## config.mk

```make
export PLATFORM = sky130hd
export DESIGN_NAME = voxel_ray_traversal
export DESIGN_NICKNAME = d
export VERILOG_FILES = /design/src/rtl/vrt_pkg.sv /design/src/rtl/voxel_ray_traversal.sv
export SDC_FILE = /design/constraint.sdc
export NUM_CORES = 1
export LEC_CHECK = 0
export ABC_CLOCK_PERIOD_IN_PS = 8300
export BUFFER_PORTS_ARGS = -buffer_cell sky130_fd_sc_hd__buf_2
export CORE_UTILIZATION = 45
export CTS_BUF_LIST = sky130_fd_sc_hd__clkbuf_16
export CTS_CLUSTER_DIAMETER = 60
export CTS_CLUSTER_SIZE = 40
export DETAILED_ROUTE_END_ITERATION = 16
export HOLD_SLACK_MARGIN = 0.1
export PLACE_DENSITY = 0.67
export SLEW_MARGIN = 40
export SYNTH_ARGS = -nofsm -noshare
export SYNTH_HDL_FRONTEND = slang
export SYNTH_SLANG_ARGS = --single-unit
```

## constraint.sdc

```tcl
create_clock -name clk -period 8.3 [get_ports clk]
set_clock_uncertainty 0.2 [all_clocks]
set_input_delay 0.415 -clock clk [delete_from_list [all_inputs] [get_ports clk]]
set_output_delay 0.415 -clock clk [all_outputs]
set_load 0.02 [all_outputs]
```

## src/rtl/vrt_pkg.sv

```systemverilog
// ----------------------------------------------------------------------------
// vrt_pkg
// shared types and constants of the voxel ray traversal block
// ----------------------------------------------------------------------------
package vrt_pkg;

  localparam int unsigned GRID_BITS_DEF = 4;
  localparam int unsigned FRAC_BITS_DEF = 12;

  localparam int unsigned COORD_W = 16;
  localparam int unsigned VOX_W   = 4;

  typedef struct packed {
    logic [COORD_W-1:0] start_x;
    logic [COORD_W-1:0] start_y;
    logic [COORD_W-1:0] start_z;
    logic [COORD_W-1:0] end_x;
    logic [COORD_W-1:0] end_y;
    logic [COORD_W-1:0] end_z;
  } in_word_t;

  typedef struct packed {
    logic [VOX_W-1:0] voxel_x;
    logic [VOX_W-1:0] voxel_y;
    logic [VOX_W-1:0] voxel_z;
    logic             is_last;
  } out_word_t;

endpackage

```

## src/rtl/voxel_ray_traversal.sv

```systemverilog
// ----------------------------------------------------------------------------
// voxel_ray_traversal
// walks a segment through the voxel grid and emits every voxel it passes
// ----------------------------------------------------------------------------
//  channel | ports                         | word
//  --------+-------------------------------+------------------------------
//  input   | in_valid, in_stall, in_data   | segment start and end points
//  output  | out_valid, out_stall, out_data| one visited voxel, last flag
//
//  the segment word is set up in its accept cycle, the start voxel is shown
//  in the next cycle; each further voxel is chosen by the axis
//  picker, which shares one multiplier for the crossing time compares
//  a new segment is taken only after the last voxel word has left
//  a stall on the output holds the current voxel word and the whole walk
//  reset clears the sequencer and the output valid
// ----------------------------------------------------------------------------
module voxel_ray_traversal #(
  parameter int unsigned GRID_BITS = vrt_pkg::GRID_BITS_DEF,
  parameter int unsigned FRAC_BITS = vrt_pkg::FRAC_BITS_DEF
) (
  input  logic              clk,
  input  logic              rst_n,
  input  logic              in_valid,
  output logic              in_stall,
  input  vrt_pkg::in_word_t in_data,
  output logic              out_valid,
  input  logic              out_stall,
  output vrt_pkg::out_word_t out_data
);
  import vrt_pkg::*;

  localparam int unsigned TotW  = GRID_BITS + FRAC_BITS;
  localparam int unsigned NumW  = TotW + 1;
  localparam int unsigned ProdW = NumW + TotW;
  localparam int unsigned SumW  = GRID_BITS + 2;

  typedef enum logic [2:0] {
    S_IDLE,
    S_EMIT,
    S_PICK,
    S_MUL1,
    S_MUL2,
    S_CMP,
    S_MOVE
  } state_t;

  state_t               state_r;
  logic                 out_valid_r;
  logic [GRID_BITS-1:0] cur_r  [3];
  logic                 up_r   [3];
  logic [GRID_BITS-1:0] left_r [3];
  logic [TotW-1:0]      den_r  [3];
  logic [NumW-1:0]      num_r  [3];
  logic [SumW-1:0]      total_r;
  logic [1:0]           cand_r;
  logic [1:0]           best_r;
  logic                 best_vld_r;
  logic [ProdW-1:0]     p1_r;
  logic [ProdW-1:0]     p2_r;

  logic [TotW-1:0]      s_in   [3];
  logic [TotW-1:0]      e_in   [3];
  logic [GRID_BITS-1:0] cv_in  [3];
  logic [GRID_BITS-1:0] ev_in  [3];
  logic                 up_in  [3];
  logic [GRID_BITS-1:0] left_in[3];
  logic [TotW-1:0]      den_in [3];
  logic [NumW-1:0]      num_in [3];
  logic [SumW-1:0]      total_in;

  logic [NumW-1:0]      mul_a;
  logic [TotW-1:0]      mul_b;
  logic [ProdW-1:0]     prod;
  logic                 in_take;
  logic                 out_take;

  assign in_stall  = (state_r != S_IDLE);
  assign in_take   = in_valid && !in_stall;
  assign out_valid = out_valid_r;
  assign out_take  = out_valid_r && !out_stall;

  assign out_data.voxel_x = VOX_W'(cur_r[0]);
  assign out_data.voxel_y = VOX_W'(cur_r[1]);
  assign out_data.voxel_z = VOX_W'(cur_r[2]);
  assign out_data.is_last = (total_r == '0);

  // per axis set up from the incoming word
  always_comb begin
    s_in[0] = TotW'(in_data.start_x);
    s_in[1] = TotW'(in_data.start_y);
    s_in[2] = TotW'(in_data.start_z);
    e_in[0] = TotW'(in_data.end_x);
    e_in[1] = TotW'(in_data.end_y);
    e_in[2] = TotW'(in_data.end_z);
    for (int a = 0; a < 3; a++) begin
      cv_in[a]   = s_in[a][TotW-1:FRAC_BITS];
      ev_in[a]   = e_in[a][TotW-1:FRAC_BITS];
      up_in[a]   = (ev_in[a] > cv_in[a]);
      left_in[a] = up_in[a] ? (ev_in[a] - cv_in[a]) : (cv_in[a] - ev_in[a]);
      den_in[a]  = (e_in[a] >= s_in[a]) ? (e_in[a] - s_in[a]) : (s_in[a] - e_in[a]);
      num_in[a]  = up_in[a]
                 ? (NumW'({cv_in[a], {FRAC_BITS{1'b0}}}) + (NumW'(1) << FRAC_BITS)
                    - NumW'(s_in[a]))
                 : NumW'(s_in[a][FRAC_BITS-1:0]);
    end
    total_in = SumW'(left_in[0]) + SumW'(left_in[1]) + SumW'(left_in[2]);
  end

  // shared multiplier, operands chosen by the sequencer
  always_comb begin
    if (state_r == S_MUL2) begin
      mul_a = num_r[best_r];
      mul_b = den_r[cand_r];
    end else begin
      mul_a = num_r[cand_r];
      mul_b = den_r[best_r];
    end
    prod = ProdW'(mul_a) * ProdW'(mul_b);
  end

  always_ff @(posedge clk) begin
    if (!rst_n) begin
      state_r     <= S_IDLE;
      out_valid_r <= 1'b0;
      best_vld_r  <= 1'b0;
    end else begin
      unique case (state_r)
        S_IDLE: begin
          if (in_take) begin
            for (int a = 0; a < 3; a++) begin
              cur_r[a]  <= cv_in[a];
              up_r[a]   <= up_in[a];
              left_r[a] <= left_in[a];
              den_r[a]  <= den_in[a];
              num_r[a]  <= num_in[a];
            end
            total_r     <= total_in;
            out_valid_r <= 1'b1;
            state_r     <= S_EMIT;
          end
        end
        S_EMIT: begin
          if (out_take) begin
            out_valid_r <= 1'b0;
            cand_r      <= 2'd0;
            best_vld_r  <= 1'b0;
            state_r     <= (total_r == '0) ? S_IDLE : S_PICK;
          end
        end
        S_PICK: begin
          priority if (cand_r == 2'd3) begin
            state_r <= S_MOVE;
          end else if (left_r[cand_r] == '0) begin
            cand_r <= cand_r + 2'd1;
          end else if (!best_vld_r) begin
            best_r     <= cand_r;
            best_vld_r <= 1'b1;
            cand_r     <= cand_r + 2'd1;
          end else begin
            state_r <= S_MUL1;
          end
        end
        S_MUL1: begin
          p1_r    <= prod;
          state_r <= S_MUL2;
        end
        S_MUL2: begin
          p2_r    <= prod;
          state_r <= S_CMP;
        end
        S_CMP: begin
          if (p1_r < p2_r) begin
            best_r <= cand_r;
          end
          cand_r  <= cand_r + 2'd1;
          state_r <= S_PICK;
        end
        S_MOVE: begin
          cur_r[best_r]  <= up_r[best_r] ? (cur_r[best_r] + GRID_BITS'(1))
                                         : (cur_r[best_r] - GRID_BITS'(1));
          num_r[best_r]  <= num_r[best_r] + (NumW'(1) << FRAC_BITS);
          left_r[best_r] <= left_r[best_r] - GRID_BITS'(1);
          total_r        <= total_r - SumW'(1);
          out_valid_r    <= 1'b1;
          state_r        <= S_EMIT;
        end
        default: begin
          state_r <= S_IDLE;
        end
      endcase
    end
  end

endmodule
```

== Yosys cells after proc, flatten, opt, wreduce, memory -nomap -nowiden ==
Memories as Yosys holds them, arrays and structs flattened. A register that Yosys moved wholly into a read port is not among the register bits.
Cells that the tools add are included.

* Memories kept: 5
* ROM bits: 0
* Register bits: 81
* Word-level logic and storage cells: 148
* Output and inout port bits: 15
* Memory bits (writable): 126
* Bits in latches: 0
* Input bits: 100

{| class="wikitable"
|+ Memory list
! name !! words !! bits a word !! read ports !! clocked after memory_dff !! wr ports !! RTL line !! RTL
|-
| num_r || 3 || 17 || 2 || 2 || 3 || voxel_ray_traversal.sv:53 || <nowiki>logic [NumW-1:0] num_r [3];</nowiki>
|-
| den_r || 3 || 16 || 2 || 2 || 3 || voxel_ray_traversal.sv:52 || <nowiki>logic [TotW-1:0] den_r [3];</nowiki>
|-
| cur_r || 3 || 4 || 4 || 1 || 3 || voxel_ray_traversal.sv:49 || <nowiki>logic [GRID_BITS-1:0] cur_r [3];</nowiki>
|-
| left_r || 3 || 4 || 2 || 2 || 3 || voxel_ray_traversal.sv:51 || <nowiki>logic [GRID_BITS-1:0] left_r [3];</nowiki>
|-
| up_r || 3 || 1 || 1 || 1 || 3 || voxel_ray_traversal.sv:50 || <nowiki>logic up_r [3];</nowiki>
|}

* $lt $le $gt $ge: 7
* Reduce and logical (&&, ||, !) cells: 24
* Bitwise operators: 0
* Divide/modulo/power cells: 0
* Equal/unequal tests: 16
* Multiply operators: 1
* Muxes and demuxes: 61
* Shift operators: 0
* Add/sub/neg operators: 26

{| class="wikitable"
|+ Operators by type and width
! operator !! count
|-
| $sub 16x16->16 || 6
|-
| $mux 17 || 5
|-
| $mux 16 || 4
|-
| $add 16x13->17 const B || 3
|-
| $sub 17x16->17 || 3
|-
| $ge 16x16->1 || 3
|-
| $mux 2 || 20
|-
| $lt 33x33->1 || 1
|-
| $mul 17x16->33 || 1
|-
| $mux 4 || 6
|-
| $sub 4x4->4 || 6
|-
| $pmux 3 s7 || 1
|-
| $add 17x13->17 const B || 1
|-
| $reduce_or 17->1 || 1
|-
| $mux 3 || 5
|-
| $mux 1 || 14
|-
| $gt 4x4->1 || 3
|-
| $ne 2x2->1 const B || 6
|-
| $pmux 6 s2 || 1
|-
| $eq 3x3->1 const B || 3
|-
| $ne 3x3->1 const B || 3
|-
| $reduce_bool 3->1 || 3
|-
| $reduce_and 4->1 || 2
|-
| $reduce_or 4->1 || 2
|-
| 24 further kinds || 32
|}

== Longest topological paths before layout ==
Gate-level depths: netlist of the first run.

* Depth after elaboration: 8
* Gate-level depth with buffers: 30
* Mapped depth without buffers: 27

== Least setup slack after synthesis of the first run ==
Ideal clock, no wire load.

* Kind: register to register
* Start point: register state_r[0]
* End point: register p1_r[31], data pin
* Data required time: 7,837 ps
* Path buffers: 3
* Stages on the path, launching flop included: 27
* Path slack: 605 ps
* Data arrival time: 7,232 ps
* Period minus slack after synthesis: 7,695 ps
* Setup time: 263 ps
* Cells stage by stage: dfxtp_1 buf_2 nor3b_4 mux2i_1 clkbuf_1 nor2_1 nor3_1 buf_2 nand2_1 fa_1 inv_1 fa_1 fa_1 fa_1 fa_1 inv_1 fa_1 inv_1 ha_1 o21ai_1 nand2b_1 a31o_2 a221o_2 a221oi_4 o31a_4 o21ai_2 xor2_1

* Cells in the longest elaborated chain, start to end: 3
* Elaborated cells between the ends (all ways): 4
* Classes of those cells: 1 x mul; 1 x eq/ne; 2 x mux

{| class="wikitable"
|+ RTL lines
! element !! RTL line !! RTL
|-
| start, declared || voxel_ray_traversal.sv:47 || <nowiki>state_t state_r;</nowiki>
|-
| start signal, assigned || voxel_ray_traversal.sv:147 || <nowiki>state_r <= (total_r == '0) ? S_IDLE : S_PICK;</nowiki>
|-
| $eq 3x3->1 * || voxel_ray_traversal.sv:111 || <nowiki>if (state_r == S_MUL2) begin</nowiki>
|-
| $mux 17 or $mux 16 (tied branches) || voxel_ray_traversal.sv:111 ||
|-
| $mul 17x16->33 * || voxel_ray_traversal.sv:118 || <nowiki>prod = ProdW'(mul_a) * ProdW'(mul_b);</nowiki>
|-
| via prod[31] || voxel_ray_traversal.sv:73 || <nowiki>logic [ProdW-1:0] prod;</nowiki>
|-
| end signal, assigned || voxel_ray_traversal.sv:164 || <nowiki>p1_r <= prod;</nowiki>
|-
| end, declared || voxel_ray_traversal.sv:58 || <nowiki>logic [ProdW-1:0] p1_r;</nowiki>
|}

The timed path passes the listed nets; every way through them passes the cells marked *.
A chain may end at the register's enable or synchronous reset.

==> impl_results.md, run 1 <==
- Setup WS pre-CTS: 0.3101 ns
- Vias post-DR: 19428
- Critical Path Source Type: register
- Worst EP arrival: 8.06 ns
- Slowest stage cell, crit path: dfxtp_2
- Max cap viols: 0
- Met3 Use GR: 0.02916
- Slack of the critical path: 0.3334 ns
- Placer Congestion: 0.9778
- Mapped cell area: 25470 um2
- CP most frequent cell: fa_1
- Layer with the highest usage: met2
- Worst path cell trace: buf_4 -> buf_4 -> mux4_2 -> mux2i_1 -> nor2_1 -> fa_1 -> fa_1 -> fa_1 -> fa_1 -> fa_1 -> inv_1 -> fa_1 -> inv_1 -> ha_1 -> o21ai_1 -> nand2b_1 -> a31o_2 -> a221o_2 -> a221oi_4 -> o31a_4 -> o21ai_2 -> xor2_1
- CTS tree: built
- CTS max path bufs: 3
- Worst-Margin Slew: 0.8802 ns
- Fillers: 5194
- Worst Hold Class: input port to register
- P&R area growth vs syn: 9.538%
- Final std cells w/o fill: 3490
- # DRC: 0
- GRT met2 Usage: 0.4610
- Drt via density: 5.567
- Final hold viol count: 0
- Drt first-iter violations: 1352
- Register area share after synthesis: 0.2747
- # setup viols final: 0
- Port-buffer cells: 114
- Max Fclk: 0.1255 GHz
- GR Util All Layers: 0.2626
- Synth unique cells: 83
- Syn Area/Cell: 9.738 um2
- Routed Antenna Nets: 0
- Starting Density: 0.4588
- Wire length per cell: 21.46 um
- Period utilisation layout: 0.9598
- CTS sink cnt: 236
- Most common cell after layout, fill and taps aside: inv_1
- Rel. slew slack: 0.4101
- Ys flop type: edfxtp_1
- Die area: 57570 um2
- Inserted Clock Buffers: 19
- Mapped Cells: 2616
- Outcome: finished, final reports clean
- Setup TNS: 0 ns
- CP peak stage delay: 0.61 ns
- Max FO, Critical Path: 12
- Async set or reset register ratio after synthesis: 0
- Placed cells: 3444
- Share of cells above drive strength 1: 0.1149
- First-pass GRT wire length: 114600 um
- Net count after synthesis: 3193
- Vias in the first global route: 19875
- Worst vdd ir: 836.3 uV
- Post-route minimum period: 7.967 ns
- CP required: 8.39 ns
- H-Tree Depth: 1
- Hpwl dp: 61890 um
- Largest net degree at the start of global routing: 52
- DIE WIDTH: 239.9 um
- Static leakage: 0.01263 uW
- CTS root buf: clkbuf_16
- Clock slew at reported path FFs: 0.10 ns
- Setup crit end kind: register
- NumNets Final: 3306
- Commonest cells after routing, fill and taps aside: 395 x inv_1, 273 x nand2_1, 251 x ha_1
- Yosys reg bits: 236
- Rows: 86
- Number of diodes: 0
- Initial antenna violation count: 1
- Post-synth EDFFs: 227
- Power per Cell Area: 475.4 nW/um2
- GR Layer Usage met1: 0.3369
- Boundary pin count: 115
- Core Box Area: 55520 um2
- RSZ-0062 raised after global routing: false
- Critical path class: register to register
- Worst skew pair latency: 0.55 ns
- Fin. max-slew vios: 0
- Grt ovf: 0
- Pre-Repair DR Iteration Count: 5
- Die H: 239.9 um
- YS warnings: 0
- Total Wirelength: 74890 um
-- cell families (layout without fill, tap and decap cells) --
family,count (synthesis),after routing,synth area share
AND/OR/NAND/NOR,736,736,0.1339
buffers and inverters,492,618,0.07412
AO/OA/AOI/OAI,446,446,0.1105
adder cells (fa/ha/maj),477,477,0.3009
multiplexers,112,112,0.06567
XOR/XNOR,117,117,0.04023
flip-flops,236,236,0.2747
-- sequential cells by signal, summed over array words and instances (netlist names), named ones only --
signal / flops
state_r: 3
out_valid: 1
p2_r: 33
num_r: 68
den_r: 48
best_r: 2
best_vld_r: 1
p1_r: 33
cur_r: 16
total_r: 6
up_r: 3
left_r: 16
cand_r: 2
-- worst max-delay path, delay by kind of cell (launching register included) --
kind	cells	cell delay (ns)
AO/OA/AOI/OAI	6	1.46
XOR/XNOR	1	0.15
adder cells (fa/ha/maj)	7	3.58
buffers and inverters	4	0.55
flip-flops	1	0.61
multiplexers	2	0.93
AND/OR/NAND/NOR	2	0.22
-- per-stage QoR --
step             util  power [uW]  hold slack (ns)  instance area [um2]
2_1_floorplan       -       10000           0.2695                25470
3_3_place_gp   0.4883       11960           0.2980                27110
3_5_place_dp   0.4884       12290           0.3151                27120
4_1_cts        0.5021       13290           0.1139                27880
5_1_grt        0.5026       14600           0.1325                27900
6_report       0.5026       13270           0.1210                27900
-- power breakdown --
group	total, uW	internal [uW]	switching (uW)
Clock	954	455	498
Combinational	9850	4040	5810
Sequential	2460	2410	48.4
-- timing repair --
action | in CTS | in global routing
buffers inserted | 0 | 0
resized for setup | 0 | 2
endpoints found under the setup margin | 0 | 6
hold buffers | 12 | 0
endpoints found under the hold margin | 14 | 0
-- Yosys cell counts, types with 34 or more instances --
cell type  number  area [um2]
edfxtp_1      227        6817
inv_1         395        1483
nor2_1        202       758.2
xor2_1         45       394.1
nand2_1       273        1025
a21o_1         61       457.9
clkbuf_1       61       229.0
xnor2_1        72       630.6
mux4_2         42       945.9
fa_1          226        4524
nor2b_1        39       244.0
o21ai_0       125       625.6
a21oi_1       124       620.6
nand2b_1       42       262.8
nor3_1         34       170.2
mux2i_1        49       490.5
ha_1          251        3141
-- layout make-up --
cell class | count | area, um2 | share of cell area
Timing Repair Buffer | 189 | 1201 | 0.04305
Tap cell | 748 | 935.9 | 0.03354
Sequential cell | 236 | 6998 | 0.2508
Clock buffer | 19 | 475.5 | 0.01704
Inverter | 395 | 1485 | 0.05322
Multi-Input combinational cell | 1888 | 16650 | 0.5965
Clock inverter | 15 | 162.7 | 0.005829
-- routing by layer --
layer	wire length, um	share of wire	vias to the layer above
met2	36650	0.49	630
li1	-	-	9055
met5	17	0.00023	-
met3	3865	0.052	144
met4	2985	0.040	2
met1	31370	0.42	9597
-- worst paths after layout --
check                                          from                     to  slack [ns]  cells past startpoint
worst min-delay path                    in_data[95]  cur_r[0][3]$_DFFE_PP_        0.12                      3
worst max register to register             register     p2_r[31]$_DFFE_PP_        0.33                     22
worst max-delay path                       register     p2_r[31]$_DFFE_PP_        0.33                     22
worst min register to register  cand_r[1]$_DFFE_PP_    best_r[1]$_DFFE_PP_        0.32                      0
(Power assumes the default switching activity.)
==> inputs of run 2 (changes only) <==
Settings changed: CELL_PAD_IN_SITES_DETAIL_PLACEMENT from default to 1, CELL_PAD_IN_SITES_GLOBAL_PLACEMENT from default to 2, CORE_UTILIZATION 45 to 42, PLACE_DENSITY 0.67 to 0.79.
==> run 2 against run 1 <==
Against the previous run: global-route usage grew 0.57 points; final cell count grew 1.3%; worst setup slack lost 0.015 ns; cell area grew 1.3%; wire length grew 8.8%; sequential power is essentially flat; core utilization shrank 2.7 points; combinational power is essentially flat; total power grew 4.4%; critical path depth grew 1; hold slack lost 0.013 ns; clock power grew 35%; critical endpoint unchanged; largest cell class unchanged.
==> impl_results.md, run 2 (synthesis gave the netlist of run 1 again) <==
- Port-buffer cells: 114 (unchanged)
- Hold_sp: in_data[79]
- Clock slew at reported path FFs: 0.08 ns (-0.02 ns)
- Inserted Clock Buffers: 27 (+8)
- Power per Cell Area: 489.8 nW/um2 (+3.0%)
- Hold endpoint: cur_r[1][3]$_DFFE_PP_
- Final hold viol count: 0 (unchanged)
- Die H: 248.3 um (+3.5%)
- WP buf/inv: 5 (+1)
- CP peak stage delay: 0.71 ns (+0.10 ns)
- Drt via density: 5.518 (-0.88%)
- Vias post-DR: 19517 (+0.46%)
- Core Box Area: 59460 um2 (+7.1%)
- Worst-Margin Slew: 0.8489 ns (-0.03138 ns)
- Worst path cell trace: buf_4 -> mux4_2 -> mux2_2 -> nor2b_1 -> fa_1 -> inv_1 -> fa_1 -> inv_1 -> fa_1 -> fa_1 -> fa_1 -> inv_1 -> fa_1 -> inv_1 -> ha_1 -> a21oi_1 -> o211ai_1 -> a31o_2 -> a221o_2 -> a221oi_4 -> o31a_4 -> o21ai_2 -> xor2_1
- Drt first-iter violations: 1036 (-23%)
- Period utilisation layout: 0.9617 (+0.001827)
- Commonest cells after routing, fill and taps aside: 394 x inv_1, 273 x nand2_1, 251 x ha_1
- Routed Antenna Nets: 0 (unchanged)
- Rows: 89 (+3.5%)
- Number of flip-flops in the largest register: 68 (unchanged)
- Initial antenna violation count: 1 (unchanged)
- Max cap viols: 0 (unchanged)
- WHS Path Cells: 3 (unchanged)
- Most common cell after layout, fill and taps aside: inv_1
- Outcome: finished, final reports clean
- CP most frequent cell: fa_1
- DIE WIDTH: 248.3 um (+3.5%)
- First-pass GRT wire length: 125200 um (+9.2%)
- CP Depth: 23 (+4.5%)
- Critical path class: register to register
- Share of cells above drive strength 1: 0.1198 (+0.004918)
- Worst R2R Path Depth: 23 (+4.5%)
- Hpwl dp: 66500 um (+7.4%)
- Reg with most FFs: num_r
- Placer Congestion: 0.8952 (-8.4%)
- CTS sink cnt: 236 (unchanged)
- CP top delay family: adder cells
- GR Util All Layers: 0.2683 (+0.005726)
- Worst vdd ir: 677.4 uV (-19%)
- CP required: 8.45 ns (+0.06 ns)
- # setup viols final: 0 (unchanged)
- Worst EP arrival: 8.13 ns (+0.07 ns)
- CTS max path bufs: 3 (unchanged)
- H-Tree Depth: 1 (unchanged)
- Starting Density: 0.4284 (-0.03041)
- Grt ovf: 0 (unchanged)
- Largest net degree at the start of global routing: 52 (unchanged)
- Max Fclk: 0.1253 GHz (-0.19%)
- R2r setup slk: 0.32 ns (-0.02 ns)
- P&R area growth vs syn: 11.01%
- Total Wirelength: 81460 um (+8.8%)
- Setup crit end kind: register
- Post-route minimum period: 7.982 ns (+0.01517 ns)
- Setup WS pre-CTS: 0.2043 ns (-0.1058 ns)
- Worst Hold Class: input port to register
- Crit Reg-Reg Endpoint: p2_r[31]$_DFFE_PP_
- # DRC: 0 (unchanged)
- Largest registers: num_r (68), den_r (48)
- CTS tree: built
- Slack of the critical path: 0.3182 ns (-0.01517 ns)
- CTS root buf: clkbuf_16
- Pre-Repair DR Iteration Count: 5 (unchanged)
- Critical Path Source Type: register
- Worst skew pair latency: 0.61 ns (+0.06 ns)
- Vias in the first global route: 21298 (+7.2%)
- Max FO, Critical Path: 16 (+4)
- Static leakage: 0.01277 uW (+1.1%)
- Fin. max-slew vios: 0 (unchanged)
- Die area: 61640 um2 (+7.1%)
- Slowest stage cell, crit path: dfxtp_1
- RSZ-0062 raised after global routing: false
- Boundary pin count: 115 (unchanged)
- Wire length per cell: 23.03 um (+7.3%)
- NumNets Final: 3319 (+0.39%)
- Rel. slew slack: 0.4311 (+0.02103)
- Setup TNS: 0 ns (unchanged)
==> run 2: timing repair <==
action / 4_1_cts / 5_1_grt
resized for setup: 0 / 2
setup buffers: 0 / 1
endpoints found under the hold margin: 21 / 0
endpoints found under the setup margin: 0 / 6
hold buffers: 19 / 0
==> run 2: layout make-up <==
| class | instances | area, um2 |
|---|---|---|
| Tap cell | 773 | 967.2 |
| Inverter | 395 | 1483 |
| Clock buffer | 27 | 675.6 |
| Multi-Input combinational cell | 1888 | 16640 |
| Clock inverter | 23 | 276.5 |
| Fill cell | 6766 | 31190 |
| Sequential cell | 236 | 7000 |
| Timing Repair Buffer | 194 | 1231 |
| Antenna cell | 1 | 2.502 |
==> run 2: worst max-delay path by stage <==
stage | from | to
floorplan | state_r[0]$_SDFFE_PN0P_ | p1_r[31]$_DFFE_PP_
global placement | register | p1_r[31]$_DFFE_PP_
detailed placement | register | p1_r[31]$_DFFE_PP_
CTS | register | p2_r[31]$_DFFE_PP_
global route | state_r[1]$_SDFFE_PN0P_ | p2_r[31]$_DFFE_PP_
finish | register | p2_r[31]$_DFFE_PP_
==> run 2: per-stage QoR <==
| stage | utilization | total power [uW] | cells | hold WS [ns] | instance area [um2] |
|---|---|---|---|---|---|
| 2_1_floorplan | - | 10000 | 2616 | 0.2695 | 25470 |
| 3_3_place_gp | 0.4555 | 12080 | 3466 | 0.2845 | 27090 |
| 3_5_place_dp | 0.4557 | 12560 | 3466 | 0.3046 | 27100 |
| 4_1_cts | 0.4749 | 13940 | 3535 | 0.1050 | 28240 |
| 5_1_grt | 0.4755 | 15180 | 3536 | 0.1446 | 28280 |
| 6_report | 0.4756 | 13850 | 3537 | 0.1076 | 28280 |
==> run 2: worst register-to-register path, stage by stage (launching register included) <==
cell	delay (ns)
dfxtp_1	0.71
buf_4	0.36
mux4_2	0.40
mux2_2	0.49
nor2b_1	0.25
fa_1	0.54
inv_1	0.05
fa_1	0.48
inv_1	0.05
fa_1	0.49
fa_1	0.51
fa_1	0.49
inv_1	0.05
fa_1	0.47
inv_1	0.04
ha_1	0.36
a21oi_1	0.26
o211ai_1	0.12
a31o_2	0.25
a221o_2	0.44
a221oi_4	0.33
o31a_4	0.20
o21ai_2	0.07
xor2_1	0.15
==> run 2: report_power, final <==
part,switching [uW],internal (uW)
registers,53.8,2410
logic,6020,4070
clock network,619,672
==> run 2: per-layer routing <==
metal	track usage	up-vias	part of all wire
li1	-	9060	-
met2	0.4779	371	0.50
met1	0.3434	9973	0.43
met5	0	-	0.00016
met4	0.07658	2	0.029
met3	0.02726	111	0.034
==> inputs of run 3 (changes only) <==
==> constraint.sdc (replaced) <==
create_clock -name clk -period 8.3 [get_ports clk]
set_clock_uncertainty 0.2 [all_clocks]
set_input_delay 1.66 -clock clk [delete_from_list [all_inputs] [get_ports clk]]
set_output_delay 1.66 -clock clk [all_outputs]
set_load 0.02 [all_outputs]
==> run 3 against run 2 <==
Against the previous run: count of clock-buffer cells in the layout down 1; critical endpoint is now p1_r[31]$_DFFE_PP_; largest cell class unchanged; combinational power about the same; clock power grew 4%; non-clock buffer count is 15 lower; highest routed layer is now met4; die area unchanged; flip-flop and latch count is the same.
==> impl_results.md, run 3 (synthesis gave the netlist of run 1 again) <==
- CTS sink cnt: 236 (unchanged)
- Worst Hold Class: register to register
- Setup crit end kind: register
- Rel. slew slack: 0.4292 (-0.001920)
- CP required: 8.43 ns (-0.02 ns)
- Seq. cell area: 6998 um2 (about the same)
- Routed Antenna Nets: 0 (unchanged)
- Placer Congestion: 0.9116 (+1.8%)
- Setup TNS: 0 ns (unchanged)
- Multi-input logic area: 16650 um2 (about the same)
- Max Fclk: 0.1253 GHz (about the same)
- Worst EP arrival: 8.11 ns (-0.02 ns)
- # DRC: 0 (unchanged)
- RSZ-0062 raised after global routing: false
- Post-route minimum period: 7.980 ns (-0.001998 ns)
- Most common cell after layout, fill and taps aside: inv_1
- Worst skew pair latency: 0.60 ns (about the same)
- Vias in the first global route: 20665 (-3.0%)
- Die H: 248.3 um (unchanged)
- Placed cells: 3469 (+0.087%)
- Fin. max-slew vios: 0 (unchanged)
- Worst R2R Path Depth: 21 (-8.7%)
- Largest registers: num_r (68), den_r (48)
- Worst-Margin Slew: 0.8505 ns (+0.001670 ns)
- Wire length per cell: 22.59 um (-1.9%)
- Max FO, Critical Path: 13 (-3)
- Total Wirelength: 79500 um (-2.4%)
- Die area: 61640 um2 (unchanged)
- Core Box Area: 59460 um2 (unchanged)
- Port-buffer cells: 114 (unchanged)
- DIE WIDTH: 248.3 um (unchanged)
- Share of cells above drive strength 1: 0.1216 (+0.001834)
- H-Tree Depth: 1 (unchanged)
- Largest net degree at the start of global routing: 44 (-15%)
- Worst vdd ir: 586.0 uV (-13%)
- Rows: 89 (unchanged)
- Final std cells w/o fill: 3519 (-0.51%)
- Power per Cell Area: 488.4 nW/um2 (-0.28%)
- CTS root buf: clkbuf_16
- CTS tree: built
- # setup viols final: 0 (unchanged)
- Reg with most FFs: num_r
- Boundary pin count: 115 (unchanged)
- Grt ovf: 0 (unchanged)
- R2r setup slk: 0.32 ns (about the same)
- Critical Path End: p1_r[31]$_DFFE_PP_
- Pre-Repair DR Iteration Count: 7 (+2)
- Cts hold-fix bufs: 0 (-19)
- Drt first-iter violations: 957 (-7.6%)
- Clock slew at reported path FFs: 0.08 ns (about the same)
- Max cap viols: 0 (unchanged)
- Outcome: finished, final reports clean
- Static leakage: 0.01275 uW (-0.18%)
- Slack of the critical path: 0.3202 ns (+0.001998 ns)
- Fillers: 6751 (-0.22%)
- Number of flip-flops in the largest register: 68 (unchanged)
- Inserted Clock Buffers: 26 (-3.7%)
- Period utilisation layout: 0.9614 (about the same)
- P&R area growth vs syn: 10.64%
- Critical Path Source Type: register
- Critical path class: register to register
- Final hold viol count: 0 (unchanged)
- Vias post-DR: 19406 (-0.57%)
- Hpwl dp: 65200 um (-2.0%)
- First-pass GRT wire length: 121600 um (-2.8%)
- Setup WS pre-CTS: 0.2667 ns (+0.06237 ns)
- CTS max path bufs: 3 (unchanged)
- Drt via density: 5.515 (about the same)
- Starting Density: 0.4284 (unchanged)
- Initial antenna violation count: 0 (-1)
- Number of diodes: 0 (-1)
- Crit Reg-Reg Endpoint: p1_r[31]$_DFFE_PP_
- Commonest cells after routing, fill and taps aside: 394 x inv_1, 273 x nand2_1, 251 x ha_1
- NumNets Final: 3303 (-0.48%)
- GR Util All Layers: 0.2616 (-0.006791)
## run 3: changes by cell type in the layout (fill, tap and decap cells not counted), sizes merged
cell / previous run / this run
dlygate4sd3: 19 / 0
buf: 175 / 179
clkinvlp: 5 / 1
clkinv: 5 / 8
bufinv: 1 / 2
clkbuf: 27 / 26
diode: 1 / 0
inv: 407 / 406
## run 3: area by class of cell
| cell class | count | area share |
|---|---|---|
| multi-input cells | 1888 | 0.5909 |
| clock buffers | 26 | 0.02308 |
| flip-flops and latches | 236 | 0.2483 |
| inverters | 395 | 0.05261 |
| clock inverters | 22 | 0.01270 |
| repair buffers | 179 | 0.03813 |
| well taps | 773 | 0.03432 |
## run 3: worst min-delay path by stage
stage	from	to	slack, ns	cells after the start
2_1_floorplan	cand_r[1]$_DFFE_PP_	best_r[1]$_DFFE_PP_	0.27	0
3_3_place_gp	out_valid$_SDFFE_PN0P_	out_valid$_SDFFE_PN0P_	0.29	2
3_5_place_dp	out_valid$_SDFFE_PN0P_	out_valid$_SDFFE_PN0P_	0.30	2
4_1_cts	out_valid$_SDFFE_PN0P_	out_valid$_SDFFE_PN0P_	0.31	2
5_1_grt	out_valid$_SDFFE_PN0P_	out_valid$_SDFFE_PN0P_	0.34	2
6_report	out_valid$_SDFFE_PN0P_	out_valid$_SDFFE_PN0P_	0.30	2
## run 3: layer usage
| layer | share of wire | track usage | vias up |
|---|---|---|---|
| li1 | - | - | 9039 |
| met1 | 0.43 | 0.3364 | 9878 |
| met2 | 0.49 | 0.4535 | 385 |
| met3 | 0.040 | 0.02661 | 104 |
| met4 | 0.040 | 0.09702 | 0 |
| met5 | 0 | 0 | - |
## run 3: what timing repair did
| action | CTS | global route |
|---|---|---|
| setup endpoints to repair | 0 | 4 |
| gates resized for setup | 0 | 1 |
| buffers inserted | 0 | 1 |
## run 3: worst max-delay path: stages, from the launching register on
cell and delay (ns):
dfxtp_2 0.62, buf_4 0.29, mux4_2 0.60, mux2i_1 0.44, nor2_1 0.14, fa_1 0.52, fa_1 0.53, fa_1 0.53
fa_1 0.52, fa_1 0.59, inv_1 0.07, fa_1 0.53, inv_1 0.04, ha_1 0.37, a21oi_1 0.16, o211ai_1 0.10
a31o_2 0.25, a221o_2 0.44, a221oi_4 0.33, o31a_4 0.20, o21ai_2 0.06, xor2_1 0.16
## run 3: metrics by stage
| stage | hold slack (ns) | util | power (uW) | instance area, um2 |
|---|---|---|---|---|
| after floorplan | 0.2695 | - | 10000 | 25470 |
| after global placement | 0.2861 | 0.4561 | 12000 | 27120 |
| after detailed placement | 0.2970 | 0.4563 | 12460 | 27130 |
| after CTS | 0.3083 | 0.4733 | 13880 | 28140 |
| after global routing | 0.3350 | 0.4740 | 15180 | 28180 |
| final | 0.3039 | 0.4740 | 13770 | 28180 |
## run 3: power breakdown
part           internal, uW  leakage, uW  total, uW  switching, uW
Sequential             2410      0.00216       2460           53.2
Clock                   701     0.000485       1340            634
Combinational          4060       0.0101       9970           5910
